--- src/hw/rtl/byte_pattern_stream_search_core_macros.svh ---
// Assertion macros shared by the search core modules.
// Each macro expects a clock named clk and a synchronous reset named rst.
`ifndef BYTE_PATTERN_STREAM_SEARCH_CORE_MACROS_SVH
`define BYTE_PATTERN_STREAM_SEARCH_CORE_MACROS_SVH

// Consequent must hold in the same cycle as the antecedent.
`define BPSS_ASSERT_SAME(lbl, ante, cons, msg) \
  lbl: assert property (@(posedge clk) disable iff (rst) (ante) |-> (cons)) \
    else $error(msg);

// Consequent must hold in the cycle after the antecedent.
`define BPSS_ASSERT_NEXT(lbl, ante, cons, msg) \
  lbl: assert property (@(posedge clk) disable iff (rst) (ante) |=> (cons)) \
    else $error(msg);

`endif

--- src/hw/rtl/bpss_pkg.sv ---
`timescale 1ns / 1ps

package bpss_pkg;

  // Default configuration of the search core.
  localparam int MAX_NEEDLE_DEF = 16;
  localparam int MAX_HITS_DEF   = 1048576;

  // Depth of the queue between the scanner and the result stage.
  localparam int QDEPTH = 4;

  // Field widths.
  localparam int OFFSET_W = 48;
  localparam int HITS_W   = 21;
  localparam int LEN_W    = 5;
  localparam int CFG_W    = 64;
  localparam int ADDR_W   = 5;

  // Register indexes, taken from paddr[4:3].
  typedef enum logic [1:0] {
    REG_NEEDLE_LO  = 2'd0,
    REG_NEEDLE_HI  = 2'd1,
    REG_NEEDLE_LEN = 2'd2,
    REG_HIT_LIMIT  = 2'd3
  } reg_index_t;

  // Results caused by one input byte: an optional hit and an optional summary.
  typedef struct packed {
    logic                hit;
    logic                sum;
    logic [OFFSET_W-1:0] offset;
    logic [HITS_W-1:0]   hits;
    logic                saw;
  } entry_t;

endpackage

--- src/hw/rtl/bpss_front.sv ---
`timescale 1ns / 1ps
`include "byte_pattern_stream_search_core_macros.svh"

module bpss_front #(
  parameter int MAX_NEEDLE = bpss_pkg::MAX_NEEDLE_DEF,
  parameter int MAX_HITS   = bpss_pkg::MAX_HITS_DEF
) (
  input  logic                        clk,
  input  logic                        rst,
  input  logic                        in_valid,
  output logic                        in_ready,
  input  logic [7:0]                  data_byte,
  input  logic                        byte_unreadable,
  input  logic                        final_byte,
  input  logic [bpss_pkg::CFG_W-1:0]  needle_lo,
  input  logic [bpss_pkg::CFG_W-1:0]  needle_hi,
  input  logic [bpss_pkg::LEN_W-1:0]  needle_len,
  input  logic [bpss_pkg::HITS_W-1:0] hit_limit,
  input  logic                        q_full,
  output logic                        push,
  output bpss_pkg::entry_t            push_entry
);

  localparam int WIN  = (MAX_NEEDLE > 1) ? MAX_NEEDLE - 1 : 1;
  localparam int FW   = (MAX_NEEDLE > 1) ? $clog2(MAX_NEEDLE) : 1;
  localparam int NLW  = $clog2(MAX_NEEDLE + 1);
  localparam int LW   = (NLW > bpss_pkg::LEN_W) ? NLW : bpss_pkg::LEN_W;
  localparam int HCW  = $clog2(MAX_HITS + 1);
  localparam int CW   = (HCW > bpss_pkg::HITS_W) ? HCW : bpss_pkg::HITS_W;
  localparam int OW   = bpss_pkg::OFFSET_W;

  // Stream state.
  logic [7:0]     window [WIN];
  logic [FW-1:0]  window_fill;
  logic [OW-1:0]  position;
  logic [HCW-1:0] hit_count;
  logic           unreadable_seen;

  logic [7:0]     needle [MAX_NEEDLE];
  logic [7:0]     cand   [MAX_NEEDLE];
  logic [LW-1:0]  len_ext;
  logic           len_ok;
  logic [CW-1:0]  limit_ext;
  logic [CW-1:0]  cap;
  logic           active;
  logic           fill_ok;
  logic           eq;
  logic           hit;
  logic           accept;
  logic [CW-1:0]  hits_now;

  assign in_ready = !q_full;
  assign accept   = in_valid && in_ready;

  // Needle bytes; bytes beyond the two registers read as zero.
  always_comb begin
    for (int i = 0; i < MAX_NEEDLE; i++) begin
      if (i < 8) begin
        needle[i] = needle_lo[8*i +: 8];
      end else if (i < 16) begin
        needle[i] = needle_hi[8*(i-8) +: 8];
      end else begin
        needle[i] = 8'd0;
      end
    end
  end

  // Candidate bytes: the new byte first, then the history, newest first.
  always_comb begin
    cand[0] = data_byte;
    for (int k = 1; k < MAX_NEEDLE; k++) begin
      cand[k] = window[k-1];
    end
  end

  // Scan enable and hit cap.
  assign len_ext   = LW'(needle_len);
  assign len_ok    = (len_ext != '0) && (len_ext <= LW'(MAX_NEEDLE));
  assign limit_ext = CW'(hit_limit);
  assign cap       = ((limit_ext == '0) || (limit_ext > CW'(MAX_HITS))) ?
                     CW'(MAX_HITS) : limit_ext;
  assign active    = len_ok && (CW'(hit_count) < cap);
  assign fill_ok   = (LW'(window_fill) + LW'(1)) >= len_ext;

  // Parallel compare: candidate k is matched against needle byte len-1-k.
  always_comb begin
    logic [LW-1:0] nidx;
    eq   = 1'b1;
    nidx = '0;
    for (int k = 0; k < MAX_NEEDLE; k++) begin
      if (LW'(k) < len_ext) begin
        nidx = len_ext - LW'(1) - LW'(k);
        if (cand[k] != needle[nidx[FW-1:0]]) begin
          eq = 1'b0;
        end
      end
    end
  end

  assign hit      = active && !byte_unreadable && fill_ok && eq;
  assign hits_now = CW'(hit_count) + CW'(hit);

  // Record for the queue.
  assign push              = accept && (hit || final_byte);
  assign push_entry.hit    = hit;
  assign push_entry.sum    = final_byte;
  assign push_entry.offset = position - OW'(len_ext - LW'(1));
  assign push_entry.hits   = hits_now[bpss_pkg::HITS_W-1:0];
  assign push_entry.saw    = unreadable_seen || (active && byte_unreadable);

  // Control state of the stream.
  always_ff @(posedge clk) begin
    if (rst) begin
      window_fill     <= '0;
      position        <= '0;
      hit_count       <= '0;
      unreadable_seen <= 1'b0;
    end else if (accept) begin
      if (final_byte) begin
        window_fill     <= '0;
        position        <= '0;
        hit_count       <= '0;
        unreadable_seen <= 1'b0;
      end else begin
        position <= position + OW'(1);
        if (hit) begin
          hit_count <= hit_count + HCW'(1);
        end
        if (active && byte_unreadable) begin
          unreadable_seen <= 1'b1;
          window_fill     <= '0;
        end else if (active && (window_fill < FW'(MAX_NEEDLE - 1))) begin
          window_fill <= window_fill + FW'(1);
        end
      end
    end
  end

  // History bytes; only entries below the fill count are ever compared.
  always_ff @(posedge clk) begin
    if (accept && active && !byte_unreadable) begin
      window[0] <= data_byte;
      for (int j = 1; j < WIN; j++) begin
        window[j] <= window[j-1];
      end
    end
  end

  `BPSS_ASSERT_NEXT(a_final_clears, accept && final_byte,
    position == '0 && hit_count == '0 && !unreadable_seen,
    "stream state not cleared after the final byte")
  `BPSS_ASSERT_NEXT(a_stall_holds, in_valid && !in_ready, $stable(position),
    "stream position moved while the input was stalled")

endmodule

--- src/hw/rtl/bpss_queue.sv ---
`timescale 1ns / 1ps
`include "byte_pattern_stream_search_core_macros.svh"

module bpss_queue (
  input  logic             clk,
  input  logic             rst,
  input  logic             push,
  input  bpss_pkg::entry_t push_entry,
  input  logic             pop,
  output logic             full,
  output logic             empty,
  output bpss_pkg::entry_t head
);

  localparam int DEPTH = bpss_pkg::QDEPTH;
  localparam int PW    = (DEPTH > 1) ? $clog2(DEPTH) : 1;
  localparam int CNW   = $clog2(DEPTH + 1);

  bpss_pkg::entry_t slots [DEPTH];
  logic [PW-1:0]    wr_ptr;
  logic [PW-1:0]    rd_ptr;
  logic [CNW-1:0]   count;
  logic             do_push;
  logic             do_pop;

  assign full    = (count == CNW'(DEPTH));
  assign empty   = (count == '0);
  assign head    = slots[rd_ptr];
  assign do_push = push && !full;
  assign do_pop  = pop && !empty;

  // Pointers and occupancy.
  always_ff @(posedge clk) begin
    if (rst) begin
      wr_ptr <= '0;
      rd_ptr <= '0;
      count  <= '0;
    end else begin
      if (do_push) begin
        wr_ptr <= (wr_ptr == PW'(DEPTH - 1)) ? '0 : wr_ptr + PW'(1);
      end
      if (do_pop) begin
        rd_ptr <= (rd_ptr == PW'(DEPTH - 1)) ? '0 : rd_ptr + PW'(1);
      end
      if (do_push && !do_pop) begin
        count <= count + CNW'(1);
      end else if (do_pop && !do_push) begin
        count <= count - CNW'(1);
      end
    end
  end

  // Entry storage.
  always_ff @(posedge clk) begin
    if (do_push) begin
      slots[wr_ptr] <= push_entry;
    end
  end

  `BPSS_ASSERT_SAME(a_count_bound, 1'b1, count <= CNW'(DEPTH),
    "queue occupancy above its depth")
  `BPSS_ASSERT_NEXT(a_pop_drains, do_pop && !do_push,
    count == $past(count) - CNW'(1), "queue occupancy did not drop on a pop")

endmodule

--- src/hw/rtl/bpss_back.sv ---
`timescale 1ns / 1ps
`include "byte_pattern_stream_search_core_macros.svh"

module bpss_back (
  input  logic                          clk,
  input  logic                          rst,
  input  logic                          q_empty,
  input  bpss_pkg::entry_t              q_head,
  output logic                          pop,
  input  logic                          out_ready,
  output logic                          out_valid,
  output logic                          is_summary,
  output logic [bpss_pkg::OFFSET_W-1:0] match_offset,
  output logic [bpss_pkg::HITS_W-1:0]   hits_found,
  output logic                          saw_unreadable,
  output logic                          last_of_run
);

  logic                        load;
  logic                        pending;
  logic [bpss_pkg::HITS_W-1:0] pend_hits;
  logic                        pend_saw;

  // The output register takes a new result when empty or being drained.
  assign load = !out_valid || out_ready;
  assign pop  = load && !pending && !q_empty;

  // Output valid and the pending summary flag.
  always_ff @(posedge clk) begin
    if (rst) begin
      out_valid <= 1'b0;
      pending   <= 1'b0;
    end else if (load) begin
      if (pending) begin
        out_valid <= 1'b1;
        pending   <= 1'b0;
      end else if (!q_empty) begin
        out_valid <= 1'b1;
        pending   <= q_head.hit && q_head.sum;
      end else begin
        out_valid <= 1'b0;
      end
    end
  end

  // Result payload; a hit goes out before the summary of the same byte.
  always_ff @(posedge clk) begin
    if (load) begin
      if (pending) begin
        is_summary     <= 1'b1;
        match_offset   <= '0;
        hits_found     <= pend_hits;
        saw_unreadable <= pend_saw;
        last_of_run    <= 1'b1;
      end else if (!q_empty) begin
        pend_hits <= q_head.hits;
        pend_saw  <= q_head.saw;
        if (q_head.hit) begin
          is_summary     <= 1'b0;
          match_offset   <= q_head.offset;
          hits_found     <= '0;
          saw_unreadable <= 1'b0;
          last_of_run    <= !q_head.sum;
        end else begin
          is_summary     <= 1'b1;
          match_offset   <= '0;
          hits_found     <= q_head.hits;
          saw_unreadable <= q_head.saw;
          last_of_run    <= 1'b1;
        end
      end
    end
  end

  `BPSS_ASSERT_SAME(a_pending_after_hit, pending,
    out_valid && !is_summary && !last_of_run,
    "summary pending without a hit in the output register")

endmodule

--- src/hw/rtl/byte_pattern_stream_search_core.sv ---
`timescale 1ns / 1ps
// Channel  Handshake                 Payload
// in       in_valid / in_ready       data_byte, byte_unreadable, final_byte
// out      out_valid / out_ready     is_summary, match_offset, hits_found,
//                                    saw_unreadable, last_of_run
// cfg      psel, penable, pwrite     paddr, pwdata, prdata (pready tied high)
//
// One byte is accepted per cycle while the result queue is not full; the needle
// compare runs in parallel over the history window in the accept cycle.
// A byte that causes results passes through the result queue into the output
// register, which raises out_valid when free; a byte with both a hit and a
// summary occupies the output register for two transactions, one per result.
// Input ready drops only when the four-entry result queue is full.
// Reset is synchronous and clears the stream counters, the queue and the output
// valid flag; no clearing pass is needed.

module byte_pattern_stream_search_core #(
  parameter int MAX_NEEDLE = bpss_pkg::MAX_NEEDLE_DEF,
  parameter int MAX_HITS   = bpss_pkg::MAX_HITS_DEF
) (
  input  logic                          clk,
  input  logic                          rst,
  input  logic                          in_valid,
  output logic                          in_ready,
  input  logic [7:0]                    data_byte,
  input  logic                          byte_unreadable,
  input  logic                          final_byte,
  output logic                          out_valid,
  input  logic                          out_ready,
  output logic                          is_summary,
  output logic [bpss_pkg::OFFSET_W-1:0] match_offset,
  output logic [bpss_pkg::HITS_W-1:0]   hits_found,
  output logic                          saw_unreadable,
  output logic                          last_of_run,
  input  logic                          psel,
  input  logic                          penable,
  input  logic                          pwrite,
  input  logic [bpss_pkg::ADDR_W-1:0]   paddr,
  input  logic [bpss_pkg::CFG_W-1:0]    pwdata,
  output logic [bpss_pkg::CFG_W-1:0]    prdata,
  output logic                          pready
);

  logic [bpss_pkg::CFG_W-1:0]  needle_lo;
  logic [bpss_pkg::CFG_W-1:0]  needle_hi;
  logic [bpss_pkg::LEN_W-1:0]  needle_len;
  logic [bpss_pkg::HITS_W-1:0] hit_limit;
  bpss_pkg::reg_index_t        reg_idx;
  logic                        cfg_wr;

  logic             push;
  bpss_pkg::entry_t push_entry;
  logic             q_full;
  logic             q_empty;
  logic             pop;
  bpss_pkg::entry_t q_head;

  // Register file access.
  assign pready  = 1'b1;
  assign reg_idx = bpss_pkg::reg_index_t'(paddr[4:3]);
  assign cfg_wr  = psel && penable && pwrite && pready;

  always_ff @(posedge clk) begin
    if (rst) begin
      needle_lo  <= '0;
      needle_hi  <= '0;
      needle_len <= '0;
      hit_limit  <= '0;
    end else if (cfg_wr) begin
      case (reg_idx)
        bpss_pkg::REG_NEEDLE_LO:  needle_lo  <= pwdata;
        bpss_pkg::REG_NEEDLE_HI:  needle_hi  <= pwdata;
        bpss_pkg::REG_NEEDLE_LEN: needle_len <= pwdata[bpss_pkg::LEN_W-1:0];
        bpss_pkg::REG_HIT_LIMIT:  hit_limit  <= pwdata[bpss_pkg::HITS_W-1:0];
        default: ;
      endcase
    end
  end

  // Register readback.
  always_comb begin
    case (reg_idx)
      bpss_pkg::REG_NEEDLE_LO:  prdata = needle_lo;
      bpss_pkg::REG_NEEDLE_HI:  prdata = needle_hi;
      bpss_pkg::REG_NEEDLE_LEN: prdata = bpss_pkg::CFG_W'(needle_len);
      bpss_pkg::REG_HIT_LIMIT:  prdata = bpss_pkg::CFG_W'(hit_limit);
      default:                  prdata = '0;
    endcase
  end

  // Scanner: window, compare and stream counters.
  bpss_front #(
    .MAX_NEEDLE(MAX_NEEDLE),
    .MAX_HITS  (MAX_HITS)
  ) u_front (
    .clk            (clk),
    .rst            (rst),
    .in_valid       (in_valid),
    .in_ready       (in_ready),
    .data_byte      (data_byte),
    .byte_unreadable(byte_unreadable),
    .final_byte     (final_byte),
    .needle_lo      (needle_lo),
    .needle_hi      (needle_hi),
    .needle_len     (needle_len),
    .hit_limit      (hit_limit),
    .q_full         (q_full),
    .push           (push),
    .push_entry     (push_entry)
  );

  // Queue between scanner and result stage.
  bpss_queue u_queue (
    .clk       (clk),
    .rst       (rst),
    .push      (push),
    .push_entry(push_entry),
    .pop       (pop),
    .full      (q_full),
    .empty     (q_empty),
    .head      (q_head)
  );

  // Result stage.
  bpss_back u_back (
    .clk           (clk),
    .rst           (rst),
    .q_empty       (q_empty),
    .q_head        (q_head),
    .pop           (pop),
    .out_ready     (out_ready),
    .out_valid     (out_valid),
    .is_summary    (is_summary),
    .match_offset  (match_offset),
    .hits_found    (hits_found),
    .saw_unreadable(saw_unreadable),
    .last_of_run   (last_of_run)
  );

endmodule
--- config.mk ---
export PLATFORM = sky130hd
export DESIGN_NAME = byte_pattern_stream_search_core
export DESIGN_NICKNAME = d
export VERILOG_FILES = /design/src/hw/rtl/bpss_pkg.sv /design/src/hw/rtl/bpss_front.sv /design/src/hw/rtl/bpss_queue.sv /design/src/hw/rtl/bpss_back.sv /design/src/hw/rtl/byte_pattern_stream_search_core.sv
export VERILOG_INCLUDE_DIRS = /design/src /design/src/hw/rtl
export SDC_FILE = /design/constraint.sdc
export NUM_CORES = 1
export LEC_CHECK = 0
export ABC_AREA = 1
export BUFFER_PORTS_ARGS = -buffer_cell sky130_fd_sc_hd__buf_2
export CORE_ASPECT_RATIO = 1.75
export CORE_MARGIN = 5
export CORE_UTILIZATION = 60
export DETAILED_ROUTE_END_ITERATION = 8
export PLACE_DENSITY_LB_ADDON = 0.2
export SLEW_MARGIN = 5
export SYNTH_ARGS = -nofsm -noshare
export SYNTH_HDL_FRONTEND = slang
export SYNTH_HIERARCHICAL = 1
export SYNTH_SLANG_ARGS = --single-unit
--- constraint.sdc ---
create_clock -name clk -period 9.4 [get_ports clk]
set_input_delay 0.94 -clock clk [delete_from_list [all_inputs] [get_ports clk]]
set_output_delay 0.94 -clock clk [all_outputs]
set_load 0.005 [all_outputs]
After elaboration in Yosys (flattened, before gate mapping)

Memory sizes are Yosys's and may differ from the RTL's. A register that Yosys moved wholly into a read port is not among the register bits.
Index checks and enable logic that the tools add are counted.

Magnitude comparators: 37
Equality and inequality tests: 23
Div/mod/pow operators: 0
Reduce and logical (&&, ||, !) cells: 49
Add/subtract/negate cells: 27
Muxes and demuxes: 116
Bitwise gates (word level): 18
Multiply operators: 0
Shift-type cells: 0

Operators with widths:

| cell                  | number |
|---|---|
| $bmux 8 s4            | 16 |
| $mux 8                | 32 |
| $pmux 64 s4           | 1 |
| $mux 48               | 3 |
| $ne 8x8->1            | 16 |
| $mux 21               | 6 |
| $ge 5x5->1 const B    | 16 |
| $not 4->5             | 16 |
| $mux 1                | 49 |
| $add 48x1->48 const B | 1 |
| $sub 48x48->48        | 1 |
| $lt 4x5->1 const A    | 8 |
| $sub 4x4->4 const B   | 8 |
| $add 21x1->21         | 1 |
| $add 21x1->21 const B | 1 |
| $gt 21x21->1 const B  | 1 |
| $logic_not 21->1      | 1 |
| $lt 21x21->1          | 1 |
| $logic_and 1x1->1     | 20 |
| $lt 3x5->1 const A    | 4 |
| $reduce_and 2->1      | 8 |
| $sub 4x3->4 const B   | 4 |
| $mux 4                | 3 |
| $lt 1x5->1 const A    | 2 |
| other kinds (27)      | 51 |

RAM bits: 408
Latch bits: 0
Memory bits (read-only): 0
Memories: 2
Flip-flop bits (word level): 331
Logic and storage cells: 292

Memories:

| memory         | words | width | read ports | clocked after memory_dff | wr ports | RTL line         | text |
|---|---|---|---|---|---|---|---|
| u_queue.slots  | 4     | 72    | 1          | 1                        | 1        | bpss_queue.sv:19 | `bpss_pkg::entry_t slots [DEPTH];` |
| u_front.window | 15    | 8     | 15         | 0                        | 15       | bpss_front.sv:33 | `logic [7:0] window [WIN];` |

Logic depth before layout (Yosys ltp)

Gate-level depths: netlist (run 1).

Depth in word-level cells: 46
Depth in mapped cells: 45
Mapped depth without buffers: 38

By module

The synthesis (run 1) kept the hierarchy.

Modules (own cells, without submodules):

| module                          | area each (µm²) | times used | sequential area each (µm²) | cells each |
|---|---|---|---|---|
| bpss_front                      | 21922.3         | 1          | 5084.9                     | 3777 |
| bpss_queue                      | 11596.1         | 1          | 8828.5                     | 767 |
| byte_pattern_stream_search_core | 7165.6          | 1          | 3083.0                     | 1065 |
| bpss_back                       | 3724.8          | 1          | 2862.7                     | 285 |

Worst setup path before layout (run 1)

Ideal clock, no wire load.

Path type: register to register
From: reg hit_limit[16] in the netlist's numbering
To: mem u_front.window[0][0], enable pin
Data required time: 8.800 ns
Buffers on the path: 2
Cell stages (with the launch flop): 17
Arrival time: 7.461 ns
Clock period less this slack: 8.062 ns
Setup time: 0.600 ns
Setup slack: 1.338 ns
Cell sequence: dfxtp_1 nor4_1 nand3_1 nand2_1 inv_1 nor2_1 clkbuf_1 clkbuf_1 nand2_1 ha_1 a21oi_1 o21ai_0 nand2_1 o211ai_1 a21oi_1 nand4_1 nor2_1

RTL lines:

| item                   | RTL line                              | text |
|---|---|---|
| from (decl)            | byte_pattern_stream_search_core.sv:47 | `logic [bpss_pkg::HITS_W-1:0] hit_limit;` |
| from (signal assigned) | byte_pattern_stream_search_core.sv:74 | `bpss_pkg::REG_HIT_LIMIT: hit_limit <= pwdata[bpss_pkg::HITS_W-1:0];` |
| to (decl)              | bpss_front.sv:33                      |  |

==> flow_summary.json, run 1 <==
{
  "first_pass_iters": 8,
  "fin_crit_sh_pct": 83.5,
  "critPathMaxStageDelay_ns": 1.25,
  "wl_um": 159000,
  "antenna_found_initial": 0,
  "worstPathRequired_ns": 9.79,
  "synth_top_area_cell": "edfxtp_1",
  "layout-drive-gt1-share_pct": 9.53,
  "cts_setup_buffers": 0,
  "ys_seq_area_share_pct": 44.7,
  "r2r_slack_ns": 1.55,
  "power_per_cell_area_mw_per_mm2": 198,
  "coreArea_mm2": 0.0737,
  "cts_hold_buf": 0,
  "synth_edf_count": 502,
  "async_reset_ff_share_pct": 0,
  "grt_pass1_vias": 38590,
  "worstSetupEndpoint": "u_queue/slots[2][18]$_DFFE_PP_",
  "grt_pass1_wl_um": 233000,
  "clock.fmax_ghz": 0.127,
  "gp_congestion": 1.06,
  "cts_tree": "yes",
  "stdcell_count": 6948,
  "setup_slack_ns": 1.55,
  "cts_inserted_buffers": 70,
  "cp_max_fo": 90,
  "tightest_slew_ns": 1.32,
  "route.vias.total": 40810,
  "skew_ns": 0.0302,
  "slew_headroom_pct": 11.1,
  "yosysMostFrequentCell": "nand2_1",
  "rr_worst_depth": 24,
  "dieArea_mm2": 0.0798,
  "whs_ns": 0.459,
  "cts_root_buf": "clkbuf_16",
  "grt_usage_pct": 38.9,
  "start_kind": "register",
  "ys_types": 59,
  "cts-htree-levels": 3,
  "vias_per_cell": 5.87,
  "cp.arrival_ns": 8.24,
  "period_needed_ns": 7.85,
  "drt-wirelength-per-cell_um": 22.9,
  "io-pin-count": 225,
  "drv_slew": 0,
  "syn_area_per_cell_um2": 7.53,
  "syn_area_mm2": 0.0444,
  "crit_type": "reg2reg",
  "start_util_pct": 60.3,
  "clk_pin_slew_ns": 0.07,
  "path_cells": "inv_4 > ha_2 > inv_2 > nand2_1 > nand2_2 > o21ai_1 > nand2_1 > nand3_1 > nand3b_1 > nand2_1 > nand2_1 > nor2_1 > nand2_1 > nor2_1 > nand3_1 > a21oi_1 > and2_1 > ha_1 > nand2_1 > nor2_1 > nand2_1 > nor2_1 > nand2_1 > xnor2_1",
  "grt_max_degree": 101,
  "crit_top_cell": "nand2_1",
  "synth_nets": 6073,
  "area_growth_syn_to_layout_pct": 7.75,
  "status": "complete, no violations",
  "cp-end-kind": "register",
  "dp_hpwl_um": 116000,
  "yosys_warnings": 6,
  "place_ws_ns": 2.24,
  "leakagePower_nw": 20.9,
  "postSynthCellCount": 5894,
  "diodes": 0,
  "dieHeight_um": 370,
  "antenna_left": 0,
  "rsz0062_at_grt": "no",
  "setup_violations": 0,
  "peakVddDrop_mv": 0.355,
  "drc": 0,
  "grt_overflow": 0,
  "ys_dominant_reg_cell": "edfxtp_1",
  "cts_max_path_buffers": 3,
  "hp-start": "u_front/window[0][19]$_DFFE_PP_",
  "cts_sinks": 741,
  "max_cap_viol_count": 0,
  "power_w": 0.00948,
  "portBuffers": 220,
  "rr_endpoint": "u_queue/slots[2][18]$_DFFE_PP_",
  "cts.repair.resized": 0,
  "synthTopCellsByCount": "nand2_1, nand3_1, nor2_1",
  "hp-class": "reg2reg",
  "clk_latency_ns": 0.67,
  "drt_iter0_drc": 3818,
  "synth_area_leaders": "edfxtp_1, nand2_1, dfxtp_1",
  "crit_start": "needle_len[0]$_SDFFE_PP0P_",
  "die_w_um": 216,
  "rows": 132,
  "r2r_start": "needle_len[0]$_SDFFE_PP0P_",
  "dp.cells": 6822,
  "finalNetCount": 6135,
  "synth_top_area_share_pct": 33.9,
  "setup_tns_ns": 0,
  "final_hold_viol_count": 0,
  "crit_slowest_cell": "o21ai_1",
  "synth_seq_cells": 741
}
[placed cells by master (no fill, tap or decap), types with 10 or more instances in the layout]
| cell type | n |
|---|---|
| o21ai_2 | 20 |
| nor2_2 | 54 |
| a22o_1 | 43 |
| a21oi_1 | 138 |
| nor4_1 | 16 |
| nor2_1 | 649 |
| nor2_4 | 10 |
| clkbuf_16 | 74 |
| o21ai_0 | 227 |
| clkbuf_1 | 13 |
| nand2_1 | 1911 |
| o22ai_1 | 22 |
| o21a_1 | 13 |
| o211ai_1 | 16 |
| ha_1 | 90 |
| buf_4 | 54 |
| xor2_1 | 64 |
| nand4_1 | 46 |
| nor3_1 | 36 |
| a31oi_1 | 15 |
| dfxtp_1 | 235 |
| inv_1 | 501 |
| xnor2_1 | 34 |
| nand3b_1 | 56 |
| o21ai_1 | 35 |
| edfxtp_1 | 502 |
| buf_2 | 220 |
| nand3_1 | 724 |
| clkinv_1 | 10 |
| nand2_2 | 18 |
| o22ai_2 | 50 |
[stage by stage]
| step | area (µm²) | util (%) |
|---|---|---|
| after floorplan | 44400 | - |
| after global placement | 45600 | 61.9 |
| after detailed placement | 45600 | 61.9 |
| final | 47900 | 65.0 |
| after global routing | 47900 | 65.0 |
| after CTS | 47900 | 65.0 |
[routing by layer]
layer  global-route usage (%)  up-vias  wire length (µm)  share of wire (%)
met2                     67.3     1789             77800                 49
li1                         -    19493                 -                  -
met1                     38.5    18946             50800                 32
met5                        0        -                 0                  0
met4                     37.8        0             19600                 12
met3                     7.25      582             11200                7.0
[state kept, by name (all words and copies together) (netlist names), 21 cells and up, named ones only]
| signal | flops |
|---|---|
| hit_limit | 21 |
| needle_hi | 64 |
| needle_lo | 64 |
| u_back/hits_found | 21 |
| u_back/match_offset | 48 |
| u_back/pend_hits | 21 |
| u_front/hit_count | 21 |
| u_front/position | 48 |
| u_front/window | 120 |
| u_queue/slots | 288 |
[where the power goes]
part	total [W]	switching, W	internal [W]	leakage, nW
Sequential	0.00416	0.000162	0.00400	6.59
Clock	0.00285	0.00130	0.00155	1.09
Combinational	0.00247	0.00173	0.000740	13.2
[final cells by class]
type	instances	area, µm²
tap	938	1170
fill	6398	25800
clock buffer	91	1960
inverter	517	1950
sequential	741	19900
timing repair buffer	282	1670
multi-input combinational	4344	20900
clock inverter	35	324
[worst max-delay path, delay by kind of cell, from the launching register on]
family                   cells  cell delay, ns
AO/OA/AOI/OAI                2            1.49
buffers and inverters        2            0.53
adder cells (fa/ha/maj)      2            1.02
XOR/XNOR                     1            0.42
AND/OR/NAND/NOR             17            3.08
flip-flops                   1            0.93
[how the worst min path moves through the flow]
stage                                                  to  slack (ns)  cells past startpoint
after floorplan           u_front/window[0][27]$_DFFE_PP_        0.43                      0
after CTS                 u_front/window[0][27]$_DFFE_PP_        0.45                      0
final                     u_front/window[0][27]$_DFFE_PP_        0.46                      0
after global routing      u_front/window[0][27]$_DFFE_PP_        0.46                      0
after detailed placement  u_front/window[0][27]$_DFFE_PP_        0.44                      0
after global placement    u_front/window[0][27]$_DFFE_PP_        0.44                      0
[cell families (layout without fill, tap and decap cells)]
group                      after synthesis  after routing  share of synthesized area [%]
DFF                                    741            741                           44.7
xor gates and xnor gates                98             98                           1.93
other                                    1              1                        0.00844
and+or+nand+nor                       3538           3538                           33.5
adders and majority gates               93             93                           2.65
AOI/OAI and AO/OA                      614            614                           8.81
buffers and inverters                  809            925                           8.36
Power figures use the tool's default switching activity.
==> run 2: changes to the inputs <==
ABC_AREA = 0   (was 1)
CORE_UTILIZATION = 56   (was 60)
clock period = 6.5 ns   (was 9.4 ns; I/O delays follow)
==> run 2 against run 1 <==
Maximum frequency increased by 25%. Clock power grew 51%. Routed wire length is 24% lower. Sequential power rose by 41%. Worst hold slack worse by 0.22 ns. First-iteration DRC count decreased by 46%. Via count down 33%. Sequential cell count is the same. Critical path type unchanged. Critical endpoint is now u_queue/count[2]$_SDFFE_PP0P_. Largest cell class unchanged.
==> flow_summary.json, run 2 <==
{
  "status": "complete, no violations",
  "synth_top_area_cell": "edfxtp_1",
  "cts_max_path_buffers": 3,
  "tightest_slew_ns": 1.17,
  "grt_usage_pct": 30.3,
  "max_cap_viol_count": 0,
  "period_needed_ns": 6.26,
  "syn_area_mm2": 0.0410,
  "cts_hold_buf": 0,
  "vias_per_cell": 6.31,
  "crit_top_cell": "ha_1",
  "finalNetCount": 3545,
  "setup_violations": 0,
  "drv_slew": 0,
  "final_cell_mix": "edfxtp_1, mux2i_1, dfxtp_1, mux4_2, nand2b_1",
  "start_kind": "register",
  "cts_setup_buffers": 0,
  "dieArea_mm2": 0.0789,
  "seqPwrFrac_pct": 48.2,
  "layout-drive-gt1-share_pct": 21.5,
  "die_w_um": 214,
  "cp-end-kind": "register",
  "cp.arrival_ns": 6.84,
  "p_int_w": 0.00898,
  "rsz0062_at_grt": "no",
  "ys_seq_area_share_pct": 48.5,
  "coreArea_mm2": 0.0728,
  "grt_overflow": 0,
  "synth_area_leaders": "edfxtp_1, mux4_2, dfxtp_1",
  "route.vias.total": 27475,
  "grt_pass1_vias": 28269,
  "synth_seq_cells": 741,
  "grt_max_degree": 118,
  "crit_type": "reg2reg",
  "cp_num_buf_inv": 6,
  "cts-htree-levels": 3,
  "dieHeight_um": 368,
  "drc": 0,
  "ff_latch_area_mm2": 0.0199,
  "wl_met2_um": 63300,
  "critPathMaxStageDelay_ns": 0.63,
  "slew_headroom_pct": 19.7,
  "wl_met1_um": 40900,
  "io-pin-count": 225,
  "gp_congestion": 1.05,
  "clk_pin_slew_ns": 0.07,
  "cts_sinks": 741,
  "place_ws_ns": 0.242,
  "power_per_cell_area_mw_per_mm2": 267,
  "antenna_found_initial": 0,
  "cts_root_buf": "clkbuf_16",
  "setup_tns_ns": 0,
  "leakagePower_nw": 17.0,
  "largest_reg_flops": 288,
  "drt_iter0_drc": 2069,
  "multi_input_area_mm2": 0.0200,
  "final_common_cell": "edfxtp_1",
  "wl_um": 121000,
  "postSynthCellCount": 3159,
  "async_reset_ff_share_pct": 0,
  "clk_latency_ns": 0.66,
  "hp-class": "in2reg",
  "fin_crit_sh_pct": 96.4,
  "fin_area_mm2": 0.0456,
  "synth_edf_count": 502,
  "sw_frac_of_total_pct": 26.3,
  "setup_slack_ns": 0.237,
  "yosysMostFrequentCell": "edfxtp_1",
  "skew_ns": 0.0224,
  "antenna_left": 0,
  "highest_layer": "met4",
  "synthTopCellsByCount": "edfxtp_1, mux2i_1, dfxtp_1",
  "dp_hpwl_um": 92800,
  "dr_wl_met3_um": 5110,
  "area_growth_syn_to_layout_pct": 11.3,
  "final_hold_viol_count": 0,
  "ys_types": 93,
  "clock.fmax_ghz": 0.160,
  "syn_area_per_cell_um2": 13.0,
  "p_switching_w": 0.00320,
  "p_comb_share_pct": 16.4,
  "ys_dominant_reg_cell": "edfxtp_1",
  "crit_slowest_cell": "mux4_1",
  "crit_family": "adder cells",
  "synth_top_area_share_pct": 36.8,
  "grt_pass1_wl_um": 180000,
  "yosys_warnings": 6,
  "synth_nets": 3338,
  "top_register": "u_queue/slots",
  "drt-wirelength-per-cell_um": 27.8,
  "post_dp_cell_area_mm2": 0.0431,
  "start_util_pct": 56.3,
  "path_cells": "inv_2 > ha_1 > xnor2_4 > inv_2 > ha_1 > buf_4 > xnor2_4 > buf_4 > mux4_1 > xnor2_1 > nor4_1 > a22oi_1 > a2111oi_4 > a41oi_4 > nor2_4 > inv_1 > nor2_2 > ha_1 > inv_1 > fa_1 > xor2_1 > or3_2 > a21oi_1",
  "cp_max_fo": 10,
  "portBuffers": 220,
  "diodes": 0,
  "peakVddDrop_mv": 0.216,
  "worstPathRequired_ns": 7.08,
  "top_regs": "u_queue/slots: 288 flops, u_front/window: 120 flops",
  "first_pass_iters": 6,
  "fillCellCount": 5575,
  "cts_inserted_buffers": 70,
  "p_clk_share_pct": 35.4,
  "cts_tree": "yes",
  "rows": 131
}
==> run 2: layout make-up <==
class                   instances  share of cell area, %
clock buffers                  90                   4.18
clock inverters                38                   1.12
inverters                      53                  0.447
multi-input cells            2189                   43.9
flip-flops and latches        741                   43.6
well taps                     931                   2.55
repair buffers                311                   4.22
==> run 2: worst register-to-register path: stages (launching register included) <==
cell and delay [ns]:
dfxtp_4 0.36, inv_2 0.12, ha_1 0.28, xnor2_4 0.14, inv_2 0.09, ha_1 0.23
buf_4 0.19, xnor2_4 0.60, buf_4 0.33, mux4_1 0.63, xnor2_1 0.18, nor4_1 0.30
a22oi_1 0.21, a2111oi_4 0.47, a41oi_4 0.22, nor2_4 0.14, inv_1 0.08, nor2_2 0.16
ha_1 0.21, inv_1 0.08, fa_1 0.43, xor2_1 0.16, or3_2 0.41, a21oi_1 0.14
==> run 2: per-stage QoR <==
step           utilization [%]  total power, W  hold WS (ns)  instances
6_report                  62.7          0.0122         0.239       4353
5_1_grt                   62.7          0.0127         0.210       4353
4_1_cts                   62.6          0.0123         0.193       4353
3_5_place_dp              59.3         0.00801         0.452       4225
3_3_place_gp              59.3         0.00795         0.443       4225
2_1_floorplan                -         0.00725         0.435       3159
==> run 2: path summary, 6_finish.rpt <==
check | slack, ns | cells past startpoint | start | to
worst max-delay path | 0.24 | 23 | needle_len[0]$_SDFFE_PP0P_ | u_queue/count[2]$_SDFFE_PP0P_
worst min-delay path | 0.24 | 1 | data_byte[0] | u_front/window[0][0]$_DFFE_PP_
worst max register to register | 0.24 | 23 | needle_len[0]$_SDFFE_PP0P_ | u_queue/count[2]$_SDFFE_PP0P_
worst min register to register | 0.46 | 0 | u_front/window[1][6]$_DFFE_PP_ | u_front/window[1][14]$_DFFE_PP_
==> run 2: timing repair <==
item	in CTS	in global routing
setup endpoints to repair	0	13
gates resized for setup	0	4
hold endpoints to repair	0	0
==> run 2: kinds of logic after synthesis <==
group | Yosys count | synth area share (%)
buffers and inverters | 229 | 2.94
adder cells (fa/ha/maj) | 93 | 2.88
XOR/XNOR | 229 | 5.10
other | 1 | 0.00915
flip-flops | 741 | 48.5
multiplexers | 635 | 23.3
AO/OA/AOI/OAI | 388 | 6.36
AND/OR/NAND/NOR | 843 | 11.0
==> run 2: metal layers <==
layer,GRT usage (%),vias to the layer above
li1,-,12422
met1,31.9,13742
met2,54.8,1016
met3,3.78,295
met4,23.6,0
met5,0,-
==> run 2: power by group through the flow <==
stage / Sequential [W] / Clock [W] / Combinational (W)
after floorplan: 0.00593 / 0 / 0.00132
after global placement: 0.00595 / 0 / 0.00199
after detailed placement: 0.00598 / 0 / 0.00203
after CTS: 0.00588 / 0.00440 / 0.00204
after global routing: 0.00592 / 0.00459 / 0.00217
final: 0.00587 / 0.00431 / 0.00200
